--- src/rtl/core/ntt_pm_pkg.sv ---
// ----------------------------------------------------------------------------
// ntt_pm_pkg
// shared constants for the ntt polynomial multiplier: modulus, root, codes
// ----------------------------------------------------------------------------
package ntt_pm_pkg;

	// coefficient width and field prime (one spare bit for sums)
	localparam int unsigned CW = 30;
	localparam logic [CW:0] MOD_P = 31'd998244353;

	// floor(2^(2*CW) / p), used by the multiplier to estimate the quotient
	localparam logic [CW:0] RECIP_MU = (CW + 1)'((64'd1 << (2 * CW)) / 64'(MOD_P));

	// primitive root and the odd part of p-1: p-1 = 119 * 2^23
	localparam logic [CW-1:0] ROOT_G = 30'd3;
	localparam logic [6:0] POW_EXP = 7'd119;
	localparam logic [4:0] TWO_ADIC = 5'd23;

	// request codes
	localparam logic [1:0] REQ_LOAD_A = 2'd0;
	localparam logic [1:0] REQ_LOAD_B = 2'd1;
	localparam logic [1:0] REQ_COMPUTE = 2'd2;
	localparam logic [1:0] REQ_READ = 2'd3;

	// result kinds
	localparam logic RES_COEF = 1'b0;
	localparam logic RES_DONE = 1'b1;

	// configuration register indices
	localparam logic [1:0] REG_LEN_A = 2'd0;
	localparam logic [1:0] REG_LEN_B = 2'd1;

endpackage

--- src/rtl/core/ntt_pm_mulmod.sv ---
// ----------------------------------------------------------------------------
// ntt_pm_mulmod
// pipelined modular multiplier, product then reciprocal reduction; the
// reduced result is registered and flagged by fin
// ----------------------------------------------------------------------------
module ntt_pm_mulmod import ntt_pm_pkg::*; (
	input  logic          clk,
	input  logic          arst_n,
	input  logic          go,
	input  logic [CW-1:0] op_a,
	input  logic [CW-1:0] op_b,
	output logic [CW-1:0] res,
	output logic          fin
);

	logic [CW-1:0]   a_q;
	logic [CW-1:0]   b_q;
	logic [2*CW-1:0] prod_s1;
	logic [CW:0]     quo_s2;
	logic [CW+1:0]   rem_s3;
	logic [CW-1:0]   res_q;
	logic [3:0]      vld_q;
	logic            fin_q;
	logic [2*CW+1:0] qprod;
	logic [CW+1:0]   qp;
	logic [CW+1:0]   red1;
	logic [CW+1:0]   red2;

	// quotient estimate is low by at most two, so the remainder is below 3p
	always_comb begin
		qprod = (2 * CW + 2)'(prod_s1[2*CW-1:CW-1]) * (2 * CW + 2)'(RECIP_MU);
		qp = (CW + 2)'(quo_s2) * (CW + 2)'(MOD_P);
		red1 = (rem_s3 >= (CW + 2)'(MOD_P)) ? (rem_s3 - (CW + 2)'(MOD_P)) : rem_s3;
		red2 = (red1 >= (CW + 2)'(MOD_P)) ? (red1 - (CW + 2)'(MOD_P)) : red1;
	end

	always_ff @(posedge clk or negedge arst_n) begin
		if (!arst_n) begin
			vld_q <= '0;
			fin_q <= 1'b0;
		end else begin
			vld_q <= {vld_q[2:0], go};
			fin_q <= vld_q[3];
		end
	end

	always_ff @(posedge clk) begin
		if (go) begin
			a_q <= op_a;
			b_q <= op_b;
		end
		prod_s1 <= (2 * CW)'(a_q) * (2 * CW)'(b_q);
		quo_s2 <= qprod[2*CW+1:CW+1];
		rem_s3 <= prod_s1[CW+1:0] - qp;
		if (vld_q[3])
			res_q <= red2[CW-1:0];
	end

	assign res = res_q;
	assign fin = fin_q;

endmodule

--- config.mk ---
export PLATFORM = sky130hd
export DESIGN_NAME = ntt_pm_mulmod
export DESIGN_NICKNAME = d
export VERILOG_FILES = /design/src/rtl/core/ntt_pm_pkg.sv /design/src/rtl/core/ntt_pm_mulmod.sv
export SDC_FILE = /design/constraint.sdc
export NUM_CORES = 2
export LEC_CHECK = 0
export BUFFER_PORTS_ARGS = -buffer_cell sky130_fd_sc_hd__buf_2
export CORE_UTILIZATION = 55
export DETAILED_ROUTE_END_ITERATION = 12
export HOLD_SLACK_MARGIN = 0.15
export PLACE_DENSITY = 0.71
export SYNTH_ARGS = -nofsm -noshare
export SYNTH_HDL_FRONTEND = slang
export SYNTH_SLANG_ARGS = --single-unit
--- constraint.sdc ---
create_clock -name clk -period 24.8 [get_ports clk]
set_clock_uncertainty 0.2 [all_clocks]
set_input_delay 4.96 -clock clk [delete_from_list [all_inputs] [get_ports clk]]
set_output_delay 4.96 -clock clk [all_outputs]
set_load 0.005 [all_outputs]
# Word level (Yosys, flattened, before mapping)
# Index checks and enable logic that the tools add are counted.
# totals
register_bits,218
elab_cells,18
# op_classes
add_sub_neg,3
n_mul,3
n_lt_le_gt_ge,2
n_mux,2
# op_table
operator,count
32-bit by 30-bit >= comparator with 1-bit output (second input constant),2
31-bit by 31-bit multiplier with 62-bit output (second input constant),1
30-bit by 30-bit multiplier with 60-bit output,1
31-bit by 30-bit multiplier with 32-bit output (second input constant),1
32-bit two-way mux,1
32-bit by 30-bit subtractor with 32-bit output (second input constant),1
32-bit subtractor,1
30-bit two-way mux,1
30-bit subtractor (second input constant),1

# Longest topological paths before layout
# depth
depth_word,4
ltp_mapped,30
mapped_depth_nobuf,29

# Worst setup path before layout
# No wires, ideal clock.
# synth_path
path_type,register -> register
startpoint,register b_q[3]
endpoint,register prod_s1[46]
setup_ns,0.141
t_arrival_ns,7.498
required_time_ns,24.459
setup_slack_ns,16.962
path_stages_with_launch,27
synth_period_minus_slack_ns,7.838
path_cell_list,edfxtp_1 clkbuf_1 and2_1 fa_1 fa_1 fa_1 inv_1 fa_1 inv_1 fa_1 fa_1 fa_1 inv_1 fa_1 inv_1 ha_1 a21o_1 a21oi_1 o21ai_0 a32oi_1 a21bo_2 o41a_1 a31o_2 a31o_2 a221oi_1 o21a_1 o311ai_0
# synth_between
elab_chain_cells,1
# synth_rtl
element,line_no,source
from (decl),ntt_pm_mulmod.sv:17,logic [CW-1:0] b_q;
from (signal assigned),ntt_pm_mulmod.sv:50,b_q <= op_b;
30-bit by 30-bit multiplier with 60-bit output,ntt_pm_mulmod.sv:52,prod_s1 <= (2 * CW)'(a_q) * (2 * CW)'(b_q);
to (signal assigned),ntt_pm_mulmod.sv:52,
to (decl),ntt_pm_mulmod.sv:18,logic [2*CW-1:0] prod_s1;
# Every way passes these cells.
# A chain may end at the register's enable or synchronous reset.

# Worst setup path in the final report
# layout_path
startpoint,register a_q[10]
endpoint,register prod_s1[46]
# layout_between
elab_chain_cells,1
# layout_rtl
element,line_no,source
from (decl),ntt_pm_mulmod.sv:16,logic [CW-1:0] a_q;
from (signal assigned),ntt_pm_mulmod.sv:49,a_q <= op_a;
30-bit by 30-bit multiplier with 60-bit output,ntt_pm_mulmod.sv:52,
# Every way passes these cells.

==> flow_metrics.env <==
export IMPL_status="finished, final reports clean"
export IMPL_crit_top_cell="fa_1"
export IMPL_die_height_um=313.5
export IMPL_syn_area_sq_mm=0.05337
export IMPL_grt_pass1_vias=40220
export IMPL_cp_arrival_ps=9330
export IMPL_period_minus_slack_ps=9047
export IMPL_n_antenna_cell=0
export IMPL_antenna_found_initial=5
export IMPL_path_delay_family="adder cells"
export IMPL_rsz0062_at_grt="false"
export IMPL_hold_path_class="reg2reg"
export IMPL_synth_area_per_cell_sq_um=9.674
export IMPL_fin_crit_sh=0.3648
export IMPL_drtIter0Drc=2252
export IMPL_synth_edf_count=90
export IMPL_cts_tree="yes"
export IMPL_slowest_delay_ps=1220
export IMPL_crit_slowest_cell="edfxtp_1"
export IMPL_critPathKind="reg2reg"
export IMPL_worst_path_max_fanout=30
export IMPL_clkTransAtPathRegs_ps=60
export IMPL_hold_viol_final=0
export IMPL_final_antenna_net_count=0
export IMPL_synthCells=5517
export IMPL_drv_cap=0
export IMPL_h_tree_depth=1
export IMPL_crit_buf_inv=5
export IMPL_final_core_util=0.5872
export IMPL_ys_ff_latch=218
export IMPL_num_rows=113
export IMPL_ys_warn_count=0
export IMPL_dieArea_sq_mm=0.09829
export IMPL_area_delta_synth_final_pct=5.151
export IMPL_dp_slack_ps=15840
export IMPL_wirelength_um=131700
export IMPL_fmax_mhz=110.5
export IMPL_setup_tns_ps=0
export IMPL_relSlewSlack=0.1250
export IMPL_nets=7388
export IMPL_wl_per_cell_um=19.39
export IMPL_grt_start_max_net_pins=51
export IMPL_io_buffers=93
export IMPL_drv_slew=0
export IMPL_grt_ovfl_total=0
export IMPL_start_kind="flip-flop"
export IMPL_setup_ws_ps=15750
export IMPL_drc=0
export IMPL_endpoint_kind="flip-flop"
export IMPL_ys_seq_area_frac=0.09912
export IMPL_initial_core_util=0.5584
export IMPL_gp_congestion=0.9211
export IMPL_cts_repair_resized=0
export IMPL_cts_buffer_depth=3
export IMPL_core_sq_mm=0.09558
export IMPL_synth_top_area_share=0.3976
export IMPL_place_hpwl_um=102700
export IMPL_clock_sinks=218
export IMPL_setup_viol=0
export IMPL_synth_top_cell_by_area="fa_1"
export IMPL_cts_made_buffers=28
export IMPL_io_pins=94
export IMPL_clk_latency_ps=630
export IMPL_vias=36940
export IMPL_synthArstFlopShare=0.02294
export IMPL_synth_main_ff_cell="dfxtp_1"
export IMPL_required_ps=25080
export IMPL_dr_pass1_iters=6
export IMPL_grt_pass1_wl_um=214900
export IMPL_track_usage=0.2803
export IMPL_netlist_top_cells_count="inv_1, fa_1, ha_1, and2_1, nand2_1"
export IMPL_cts_root_buffer="clkbuf_16"
export IMPL_synthDistinctLibCells=100
export IMPL_worst_slew_pin_slew_ps=1313
export IMPL_syn_nets=7402
export IMPL_drive_gt1_frac=0.04851
export IMPL_die_w_um=313.5
export IMPL_via_per_inst=5.441
export IMPL_synth_area_top_cells="fa_1, ha_1, inv_1"
export IMPL_yosysMostFrequentCell="inv_1"
[registers in the layout, summed over array words and instances (netlist names)]
| signal | cells |
|---|---|
| a_q | 30 |
| b_q | 30 |
| fin | 1 |
| prod_s1 | 60 |
| quo_s2 | 31 |
| rem_s3 | 32 |
| res | 30 |
| vld_q | 4 |
[placed cells by master, fill, tap and decap left out, drive strengths merged, types with 7 or more instances in the layout]
master   synthesis  layout
o21a            23      23
dfxtp          123     123
or2             13      13
or3             14      14
nor4            14      14
a2111oi          8       8
o21bai          16      16
o211ai          16      16
nor3            39      39
o21ai           72      72
inv           1354    1355
and3            26      26
ha             762     762
nor2            94      94
a211o            9       9
and2           532     532
edfxtp          90      90
buf             12     163
clkbuf         196      34
a211oi          18      18
a21oi          117     117
nand3           31      31
xnor2          117     117
clkinv           0      10
xor2            54      54
nand4           27      27
nand2          454     454
a221oi           7       7
a31oi           13      13
a21o            71      71
fa            1060    1060
nand2b          23      23
[layer usage]
metal  vias to the layer above  track usage  share of wire
met1                     18660       0.3807           0.43
met5                         -            0        0.00026
li1                      16750            -              -
met4                         4      0.08448          0.035
met2                      1278       0.4592           0.46
met3                       254      0.05007          0.076
[metrics by stage]
step | std cells | hold slack [ps] | area [sq um]
finish | 6790 | 147.0 | 56120
global route | 6790 | 158.1 | 56120
CTS | 6790 | 150.5 | 56120
detailed placement | 6737 | 136.3 | 55150
global placement | 6737 | 132.0 | 55150
floorplan | 5517 | 131.2 | 53370
[path summary, 6_finish.rpt]
kind                       startpoint           to  slack (ps)  cells past startpoint
setup reg to reg              a_q[10]  prod_s1[46]       15750                     26
setup / recovery              a_q[10]  prod_s1[46]       15750                     26
hold / removal               vld_q[2]     vld_q[3]         150                      0
min in group asynchronous      arst_n     vld_q[1]        3960                      1
max in group asynchronous      arst_n     vld_q[0]       20320                      1
hold reg to reg              vld_q[2]     vld_q[3]         150                      0
[what timing repair did]
| item | in CTS | in global routing |
|---|---|---|
| endpoints found under the hold margin | 1 | 0 |
| buffers inserted | 0 | 0 |
| hold buffers | 1 | 0 |
[area by class of cell]
type | instances | area [sq um]
Fill cell | 8321 | 39460
Inverter | 1354 | 5082
Multi-Input combinational cell | 3737 | 42200
Tap cell | 1265 | 1583
Clock inverter | 18 | 240.2
Sequential cell | 218 | 5290
Clock buffer | 34 | 723.2
Timing Repair Buffer | 164 | 1003
[cells by family after synthesis]
group / after synthesis / share of synthesized area
adders and majority gates: 1823 / 0.5764
buffers and inverters: 1562 / 0.1102
and+or+nand+nor: 1301 / 0.1285
AOI/OAI and AO/OA: 439 / 0.05683
DFF: 218 / 0.09912
xor gates and xnor gates: 171 / 0.02834
muxes: 3 / 0.0005627
Power is not shown: default switching activity piles up to over one toggle a cycle in this logic, so the estimate is an artifact.
